File: config.mk
export PLATFORM = sky130hd
export DESIGN_NAME = kll_ctrl
export DESIGN_NICKNAME = d
export VERILOG_FILES = /design/src/hdl/kll_pkg.sv /design/src/hdl/kll_ctrl.sv
export SDC_FILE = /design/constraint.sdc
export NUM_CORES = 1
export LEC_CHECK = 0
export BUFFER_PORTS_ARGS = -buffer_cell sky130_fd_sc_hd__buf_2
export CAP_MARGIN = 25
export CORE_ASPECT_RATIO = 0.9
export CORE_UTILIZATION = 50
export CTS_CLUSTER_DIAMETER = 120
export DETAILED_ROUTE_END_ITERATION = 10
export GPL_TIMING_DRIVEN = 0
export PLACE_DENSITY = 0.77
export SLEW_MARGIN = 20
export SYNTH_ARGS = -nofsm -noshare
export SYNTH_HDL_FRONTEND = slang
export SYNTH_SLANG_ARGS = --single-unit
File: constraint.sdc
create_clock -name i_clk -period 7.6 [get_ports i_clk]
set_clock_uncertainty 0.15 [all_clocks]
set_input_delay 1.14 -clock i_clk [delete_from_list [all_inputs] [get_ports i_clk]]
set_output_delay 1.14 -clock i_clk [all_outputs]
set_load 0.005 [all_outputs]
File: src/hdl/kll_pkg.sv
// ============================================================================
// kll_pkg: shared types and constants for the k-means clustering engine
// Holds field widths, mode and register codes, default sizes and the
// command and status words between controller and datapath.
// ============================================================================
package kll_pkg;

    localparam int DEF_MAX_POINTS   = 1024;
    localparam int DEF_MAX_CLUSTERS = 8;
    localparam int DEF_MAX_DIMS     = 8;

    localparam int COORD_W = 16;
    localparam int ITER_W  = 16;
    localparam int ITEM_W  = 10;
    localparam int CIDX_W  = 3;
    localparam int CFG_IDX_W  = 3;
    localparam int CFG_DATA_W = 16;
    localparam int SQ_W    = 32;

    localparam logic [1:0] MODE_LOAD_POINT    = 2'd0;
    localparam logic [1:0] MODE_LOAD_CENTROID = 2'd1;
    localparam logic [1:0] MODE_RUN           = 2'd2;

    localparam logic [CFG_IDX_W-1:0] REG_NUM_CLUSTERS = 3'd0;
    localparam logic [CFG_IDX_W-1:0] REG_NUM_DIMS     = 3'd1;
    localparam logic [CFG_IDX_W-1:0] REG_NUM_POINTS   = 3'd2;
    localparam logic [CFG_IDX_W-1:0] REG_MAX_ITER     = 3'd3;
    localparam logic [CFG_IDX_W-1:0] REG_EPS          = 3'd4;

    typedef struct packed {
        logic                ld_pt;
        logic                ld_cen;
        logic                run_start;
        logic                iter_clr;
        logic                sum_clr_wr;
        logic                a_rd;
        logic                sq_ab;
        logic                dist_acc;
        logic                first;
        logic                best_upd;
        logic                u_rd;
        logic                cnt_inc;
        logic                u_wr;
        logic                move_clr;
        logic                m_rd;
        logic                div_start;
        logic                sq_mc;
        logic                cen_wr;
        logic                move_acc;
        logic                max_upd;
        logic                o_rd;
        logic                out_load;
        logic                out_last;
        logic                out_err;
        logic [ITEM_W-1:0]   item;
        logic [CIDX_W-1:0]   coord;
        logic [COORD_W-1:0]  value;
        logic [CFG_DATA_W-1:0] eps;
        logic [ITER_W-1:0]   iter;
    } t_cmd;

    typedef struct packed {
        logic count_zero;
        logic div_done;
        logic converged;
        logic out_busy;
    } t_sts;

endpackage

File: src/hdl/kll_ctrl.sv
// ============================================================================
// kll_ctrl: configuration registers and run sequencer
// Walks points, clusters and coordinates through the assignment, update
// and report phases and drives the datapath with command words.
// ============================================================================
module kll_ctrl import kll_pkg::*; #(
    parameter int MAX_POINTS   = DEF_MAX_POINTS,
    parameter int MAX_CLUSTERS = DEF_MAX_CLUSTERS,
    parameter int MAX_DIMS     = DEF_MAX_DIMS,
    parameter int PW = (MAX_POINTS   > 1) ? $clog2(MAX_POINTS)   : 1,
    parameter int CW = (MAX_CLUSTERS > 1) ? $clog2(MAX_CLUSTERS) : 1,
    parameter int DW = (MAX_DIMS     > 1) ? $clog2(MAX_DIMS)     : 1
) (
    input  logic                  i_clk,
    input  logic                  i_rst_n,
    input  logic                  i_in_valid,
    output logic                  o_in_ready,
    input  logic [1:0]            i_mode,
    input  logic [ITEM_W-1:0]     i_item_index,
    input  logic [CIDX_W-1:0]     i_coord_index,
    input  logic [COORD_W-1:0]    i_coord_value,
    input  logic                  i_cfg_valid,
    output logic                  o_cfg_ready,
    input  logic [CFG_IDX_W-1:0]  i_cfg_index,
    input  logic [CFG_DATA_W-1:0] i_cfg_data,
    input  t_sts                  i_sts,
    output t_cmd                  o_cmd,
    output logic [PW-1:0]         o_p,
    output logic [CW-1:0]         o_c,
    output logic [DW-1:0]         o_j
);

    localparam logic [4:0] S_IDLE   = 5'd0;
    localparam logic [4:0] S_CLR    = 5'd1;
    localparam logic [4:0] S_A_RD   = 5'd2;
    localparam logic [4:0] S_A_SQ   = 5'd3;
    localparam logic [4:0] S_A_ACC  = 5'd4;
    localparam logic [4:0] S_A_CMP  = 5'd5;
    localparam logic [4:0] S_U_RD   = 5'd6;
    localparam logic [4:0] S_U_WR   = 5'd7;
    localparam logic [4:0] S_M_CHK  = 5'd8;
    localparam logic [4:0] S_M_RD   = 5'd9;
    localparam logic [4:0] S_M_DGO  = 5'd10;
    localparam logic [4:0] S_M_DWT  = 5'd11;
    localparam logic [4:0] S_M_MV   = 5'd12;
    localparam logic [4:0] S_M_ACC  = 5'd13;
    localparam logic [4:0] S_M_MAX  = 5'd14;
    localparam logic [4:0] S_IT_END = 5'd15;
    localparam logic [4:0] S_O_RD   = 5'd16;
    localparam logic [4:0] S_O_SEND = 5'd17;
    localparam logic [4:0] S_ERR    = 5'd18;

    logic [3:0]        r_k, r_d;
    logic [10:0]       r_np;
    logic [ITER_W-1:0] r_max_it, r_eps;

    logic [4:0]        r_state, n_state;
    logic [PW-1:0]     r_p, n_p;
    logic [CW-1:0]     r_c, n_c;
    logic [DW-1:0]     r_j, n_j;
    logic [ITER_W-1:0] r_iter, n_iter;

    logic [CW-1:0]     k_last;
    logic [DW-1:0]     d_last;
    logic [PW-1:0]     p_last;
    logic              j_end, c_end, p_end;
    logic [ITER_W:0]   iter_inc;

    assign o_cfg_ready = 1'b1;

    always_ff @(posedge i_clk) begin
        if (!i_rst_n) begin
            r_k      <= 4'd1;
            r_d      <= 4'd1;
            r_np     <= 11'd1;
            r_max_it <= 16'd300;
            r_eps    <= 16'd1;
        end else if (i_cfg_valid) begin
            unique case (i_cfg_index)
                REG_NUM_CLUSTERS: r_k      <= i_cfg_data[3:0];
                REG_NUM_DIMS:     r_d      <= i_cfg_data[3:0];
                REG_NUM_POINTS:   r_np     <= i_cfg_data[10:0];
                REG_MAX_ITER:     r_max_it <= i_cfg_data;
                REG_EPS:          r_eps    <= i_cfg_data;
                default: ;
            endcase
        end
    end

    // Counts of zero or beyond the store size are saturated.
    always_comb begin
        int k_i, d_i, p_i;
        k_i = (r_k  == '0) ? 1 : ((32'(r_k)  > MAX_CLUSTERS) ? MAX_CLUSTERS : 32'(r_k));
        d_i = (r_d  == '0) ? 1 : ((32'(r_d)  > MAX_DIMS)     ? MAX_DIMS     : 32'(r_d));
        p_i = (r_np == '0) ? 1 : ((32'(r_np) > MAX_POINTS)   ? MAX_POINTS   : 32'(r_np));
        k_last = CW'(k_i - 1);
        d_last = DW'(d_i - 1);
        p_last = PW'(p_i - 1);
    end

    assign j_end    = (r_j == d_last);
    assign c_end    = (r_c == k_last);
    assign p_end    = (r_p == p_last);
    assign iter_inc = {1'b0, r_iter} + (ITER_W+1)'(1);

    always_comb begin
        n_state = r_state;
        n_p     = r_p;
        n_c     = r_c;
        n_j     = r_j;
        n_iter  = r_iter;
        o_cmd       = '0;
        o_cmd.item  = i_item_index;
        o_cmd.coord = i_coord_index;
        o_cmd.value = i_coord_value;
        o_cmd.eps   = r_eps;
        o_cmd.iter  = r_iter;
        o_in_ready  = (r_state == S_IDLE);

        unique case (r_state)
            S_IDLE: begin
                if (i_in_valid) begin
                    o_cmd.ld_pt  = (i_mode == MODE_LOAD_POINT);
                    o_cmd.ld_cen = (i_mode == MODE_LOAD_CENTROID);
                    if (i_mode == MODE_RUN) begin
                        o_cmd.run_start = 1'b1;
                        n_iter = '0;
                        n_p    = '0;
                        n_c    = '0;
                        n_j    = '0;
                        n_state = (r_max_it == '0) ? S_O_RD : S_CLR;
                    end
                end
            end
            S_CLR: begin
                o_cmd.iter_clr   = 1'b1;
                o_cmd.sum_clr_wr = 1'b1;
                if (j_end) begin
                    n_j = '0;
                    if (c_end) begin
                        n_c = '0;
                        n_p = '0;
                        n_state = S_A_RD;
                    end else begin
                        n_c = r_c + CW'(1);
                    end
                end else begin
                    n_j = r_j + DW'(1);
                end
            end
            S_A_RD: begin
                o_cmd.a_rd = 1'b1;
                n_state = S_A_SQ;
            end
            S_A_SQ: begin
                o_cmd.sq_ab = 1'b1;
                n_state = S_A_ACC;
            end
            S_A_ACC: begin
                o_cmd.dist_acc = 1'b1;
                o_cmd.first    = (r_j == '0);
                if (j_end) begin
                    n_j = '0;
                    n_state = S_A_CMP;
                end else begin
                    n_j = r_j + DW'(1);
                    n_state = S_A_RD;
                end
            end
            S_A_CMP: begin
                o_cmd.best_upd = 1'b1;
                o_cmd.first    = (r_c == '0);
                if (c_end) begin
                    n_c = '0;
                    n_state = S_U_RD;
                end else begin
                    n_c = r_c + CW'(1);
                    n_state = S_A_RD;
                end
            end
            S_U_RD: begin
                o_cmd.u_rd    = 1'b1;
                o_cmd.cnt_inc = (r_j == '0);
                n_state = S_U_WR;
            end
            S_U_WR: begin
                o_cmd.u_wr = 1'b1;
                if (j_end) begin
                    n_j = '0;
                    if (p_end) begin
                        n_p = '0;
                        n_c = '0;
                        n_state = S_M_CHK;
                    end else begin
                        n_p = r_p + PW'(1);
                        n_state = S_A_RD;
                    end
                end else begin
                    n_j = r_j + DW'(1);
                    n_state = S_U_RD;
                end
            end
            S_M_CHK: begin
                if (i_sts.count_zero) begin
                    n_state = S_ERR;
                end else begin
                    o_cmd.move_clr = 1'b1;
                    n_state = S_M_RD;
                end
            end
            S_M_RD: begin
                o_cmd.m_rd = 1'b1;
                n_state = S_M_DGO;
            end
            S_M_DGO: begin
                o_cmd.div_start = 1'b1;
                n_state = S_M_DWT;
            end
            S_M_DWT: begin
                if (i_sts.div_done) begin
                    n_state = S_M_MV;
                end
            end
            S_M_MV: begin
                o_cmd.sq_mc  = 1'b1;
                o_cmd.cen_wr = 1'b1;
                n_state = S_M_ACC;
            end
            S_M_ACC: begin
                o_cmd.move_acc = 1'b1;
                if (j_end) begin
                    n_j = '0;
                    n_state = S_M_MAX;
                end else begin
                    n_j = r_j + DW'(1);
                    n_state = S_M_RD;
                end
            end
            S_M_MAX: begin
                o_cmd.max_upd = 1'b1;
                if (c_end) begin
                    n_c = '0;
                    n_state = S_IT_END;
                end else begin
                    n_c = r_c + CW'(1);
                    n_state = S_M_CHK;
                end
            end
            S_IT_END: begin
                n_iter = iter_inc[ITER_W-1:0];
                n_c = '0;
                n_j = '0;
                if (i_sts.converged || (iter_inc >= {1'b0, r_max_it})) begin
                    n_state = S_O_RD;
                end else begin
                    n_state = S_CLR;
                end
            end
            S_O_RD: begin
                o_cmd.o_rd = 1'b1;
                n_state = S_O_SEND;
            end
            S_O_SEND: begin
                if (!i_sts.out_busy) begin
                    o_cmd.out_load = 1'b1;
                    o_cmd.out_last = j_end && c_end;
                    if (j_end) begin
                        n_j = '0;
                        if (c_end) begin
                            n_c = '0;
                            n_state = S_IDLE;
                        end else begin
                            n_c = r_c + CW'(1);
                            n_state = S_O_RD;
                        end
                    end else begin
                        n_j = r_j + DW'(1);
                        n_state = S_O_RD;
                    end
                end
            end
            S_ERR: begin
                if (!i_sts.out_busy) begin
                    o_cmd.out_load = 1'b1;
                    o_cmd.out_err  = 1'b1;
                    o_cmd.out_last = 1'b1;
                    n_c = '0;
                    n_j = '0;
                    n_state = S_IDLE;
                end
            end
            default: begin
                n_state = S_IDLE;
            end
        endcase
    end

    always_ff @(posedge i_clk) begin
        if (!i_rst_n) begin
            r_state <= S_IDLE;
            r_p     <= '0;
            r_c     <= '0;
            r_j     <= '0;
            r_iter  <= '0;
        end else begin
            r_state <= n_state;
            r_p     <= n_p;
            r_c     <= n_c;
            r_j     <= n_j;
            r_iter  <= n_iter;
        end
    end

    assign o_p = r_p;
    assign o_c = r_c;
    assign o_j = r_j;

endmodule

==> impl_results.md <==
- CTS Hold Buffers Added: 0
- Most frequent cell after synthesis: sky130_fd_sc_hd__nand2_1
- Share of the synthesized area in the top cell type: 30.7%
- Chip Width: 115 um
- Number of levels the H-tree was split into: 3
- Clock transition at the register clock pins on the worst setup and hold paths after CTS: 0.07 ns
- Largest net degree at the start of global routing: 16
- Worst-skew pair later-pin latency: 0.35 ns
- WL per Instance: 15.3 um
- Largest family of logic cells by synthesized area: simple AND/OR/NAND/NOR gates
- Vias in the first global route: 5,411
- Endpoints failing hold: 0
- Type of destination of the critical path: output pin
- Number of diodes added for antenna fixing: 0
- Count of unresolved DRC violations after routing: 0
- Number of antenna violations at the first check in global routing: 0
- DR vias: between 6,000 and 7,000
- Final core utilization: 62.8%
- CP required: roughly 6.3 ns
- XOR/XNOR Fraction of Synth Area: 5.49%
- Mapped Avg Cell Area: 7.49 um2
- Post-route setup TNS: 0 ns
- Total wirelength of the detailed-routed design: 16,300 um
- Post-Synth Adder-Cell Area: 5.44%
- Cell variety after synth: 64
- First-pass GRT wire length: 26,400 um
- Max capacitance violation total: 0
- Max-slew violation count: 0
- Met3 wire len: 1300 um
- Leading post-synthesis cells by instance count: 121 x sky130_fd_sc_hd__nand2_1, 88 x sky130_fd_sc_hd__dfxtp_1, 72 x sky130_fd_sc_hd__a21oi_1
- Worst-margin pin slew: 0.913 ns
- CTS resizes: 0
- Number of buffers created by CTS: 9
- Fraction of the yosys area taken by sequential cells: 30.7%
- Vert. Die Dim: 104 um
- Data arrival time of the critical path: 3.23 ns
- Nature of the critical path startpoint: flop
- Largest fanout on the critical path: 8
- Unrepaired setup endpoints after global routing: no
- Maximum ir drop on the vdd rail: 0.118 mV
- Layout-stage area growth over the synthesis result: 20.1%
- Iteration-0 DRC count of the detailed router: 498
- Cell area after synthesis: about 5700 um2
- Depth of the most critical reg-to-reg path: 12
- CTS tree: done
- Post-synthesis net count: 850
- Total number of placement rows: 36
- Mux contribution to synthesized area: 1.74%
- Post-synthesis simple-gate area fraction: 28.5%
- Number of nets with antenna violations after routing: 0
- Leakage power total: 2.98 nW
- Max-slew headroom at the worst pin: 38.6%
- Synthesized-area fraction occupied by ao, oa, aoi and oai cells: 18.8%
- Boundary Pins: 161
- Longest Clk Path Bufs: 2
- Sinks on Clock Net: just under 90
- Overall die area: roughly 12,000 um2
- Highest metal layer with signal wires: met4
- Yosys warning total: 0
- Number of storage elements in the synthesis netlist: just under 90
- Cells after synthesis: 767
- Final setup viols: 0
- Number of vias per cell: 5.67
- Fraction of final layout cells with drive strength greater than 1: between 20 and 25%
- Clock Tree Root: sky130_fd_sc_hd__clkbuf_16
- Final weighted congestion of routability-driven global placement: 0.991
- Number of optimization iterations in the first detailed-route pass: 6
- Class of the worst hold path: flop to flop
- Setup Fix Bufs, Post-CTS: 0
- Type of the setup path with the least slack: flop to output pin
- Count of input and output buffers: 130
- Power density cells: 166 nW/um2
- Placeable Area: 11,000 um2
- Overflow left after global routing: 0
- Cell type with the highest aggregate area in the netlist: sky130_fd_sc_hd__dfxtp_1
- Combined global-route utilization of all metal layers: 27.9%
- Instance count along the most critical hold path: 2
- WL met2: 7050 um
- Achievable frequency: 221 MHz
- Initial core utilization: 52.3%
- Leading register cell type out of synthesis: sky130_fd_sc_hd__dfxtp_1
- Run status: completed
- Detail Placement HPWL: 12,100 um
- Largest cells by area after synthesis: sky130_fd_sc_hd__dfxtp_1 31%, sky130_fd_sc_hd__nand2_1 7.9%, sky130_fd_sc_hd__a21oi_1 6.3%
- EDFF count, synth: 0
- Final worst-path cycle share: between 50 and 60%
- Final nets: between 900 and 1,000
- Async set-reset flop share out of synthesis: 0%
- Routed metal-1 wirelength: 7580 um
- Fin crit period: 4.52 ns
flip-flops by register name, summed over array words and instances (netlist names):
signal    cells
r_k           4
r_np         11
r_max_it     16
o_j           3
o_c           3
r_d           4
r_iter       16
r_state       5
r_eps        16
o_p          10
layout make-up:
type / count / area (um2)
clock buffer: 11 / 243
tap: 152 / 190
inverter: 33 / 124
timing repair buffer: 130 / 651
sequential: 88 / 1760
fill: 1056 / 4090
buffer: 72 / 408
multi-input combinational: 574 / 3460
clock inverter: 5 / 63.8
cell families (layout without fill, tap and decap cells):
logic type,Yosys count,in the layout
DFF,88,88
muxes,10,10
and+or+nand+nor,329,329
xor gates and xnor gates,36,36
AOI/OAI and AO/OA,173,173
other,1,1
buffers and inverters,105,251
adders and majority gates,25,25
critical path, cell delays in order, from the launching register on:
cell                        delay [ns]
sky130_fd_sc_hd__dfxtp_1          0.33
sky130_fd_sc_hd__o21bai_1         0.27
sky130_fd_sc_hd__nand2_1          0.10
sky130_fd_sc_hd__ha_1             0.31
sky130_fd_sc_hd__xnor2_1          0.14
sky130_fd_sc_hd__a31o_2           0.23
sky130_fd_sc_hd__nor3_1           0.66
sky130_fd_sc_hd__nand2_1          0.24
sky130_fd_sc_hd__a2111oi_0        0.43
sky130_fd_sc_hd__buf_2            0.18
path summary, 6_finish.rpt:
| check | start | to | slack, ns |
|---|---|---|---|
| worst min register to register | r_eps[3] | r_eps[3] | 0.30 |
| worst max-delay path | r_d[1] | o_cmd[62] | 3.08 |
| worst min-delay path | r_eps[3] | r_eps[3] | 0.30 |
| worst max register to register | r_iter[2] | r_state[4] | 3.91 |
layer usage:
layer  global-route usage, %  vias up
li1                        -     2968
met2                    43.4      281
met4                    8.53        0
met5                       0        -
met3                    5.50       31
met1                    38.6     2759
per-stage QoR:
step / setup WS, ns / hold slack (ns) / power, mW / area (um2) / cells
global placement: 3.57 / 0.290 / 0.686 / 6590 / 1049
global route: 2.90 / 0.333 / 1.19 / 6900 / 1065
finish: 3.08 / 0.301 / 1.15 / 6900 / 1065
detailed placement: 3.59 / 0.296 / 0.688 / 6590 / 1049
floorplan: 4.04 / 0.285 / 0.622 / 5750 / 767
CTS: 3.16 / 0.305 / 1.15 / 6890 / 1065
report_power, final:
| group | switching, mW | internal, mW | leakage [nW] | total (mW) |
|---|---|---|---|---|
| combinational | 0.120 | 0.0814 | 2.12 | 0.202 |
| clock | 0.196 | 0.266 | 0.146 | 0.463 |
| sequential | 0.0101 | 0.471 | 0.711 | 0.481 |
| total | 0.327 | 0.818 | 2.98 | 1.15 |
placed cells by master, fill, tap and decap left out, types with 5 or more instances in the layout:
master                      count
sky130_fd_sc_hd__buf_2        135
sky130_fd_sc_hd__a31oi_1        6
sky130_fd_sc_hd__inv_1         33
sky130_fd_sc_hd__or3_1          9
sky130_fd_sc_hd__nor4b_1        6
sky130_fd_sc_hd__a21o_1         7
sky130_fd_sc_hd__and3_1         8
sky130_fd_sc_hd__nand3_1       25
sky130_fd_sc_hd__nand2b_1       5
sky130_fd_sc_hd__o21a_1         6
sky130_fd_sc_hd__xnor2_1       30
sky130_fd_sc_hd__dfxtp_1       88
sky130_fd_sc_hd__mux2i_1       10
sky130_fd_sc_hd__or2_2          5
sky130_fd_sc_hd__nand3b_1       9
sky130_fd_sc_hd__clkbuf_16      9
sky130_fd_sc_hd__o211ai_1       9
sky130_fd_sc_hd__buf_4         33
sky130_fd_sc_hd__o21ai_0       26
sky130_fd_sc_hd__nor3_1        37
sky130_fd_sc_hd__xor2_1         6
sky130_fd_sc_hd__nand4_1        7
sky130_fd_sc_hd__nor2b_1        7
sky130_fd_sc_hd__nand2_1      121
sky130_fd_sc_hd__a211oi_1       5
sky130_fd_sc_hd__clkbuf_1      30
sky130_fd_sc_hd__ha_1          25
sky130_fd_sc_hd__a21oi_1       72
sky130_fd_sc_hd__o22ai_1        7
sky130_fd_sc_hd__nor2_1        55
sky130_fd_sc_hd__nor4_1        12
No activity file was read; power rests on OpenSTA's default activity.
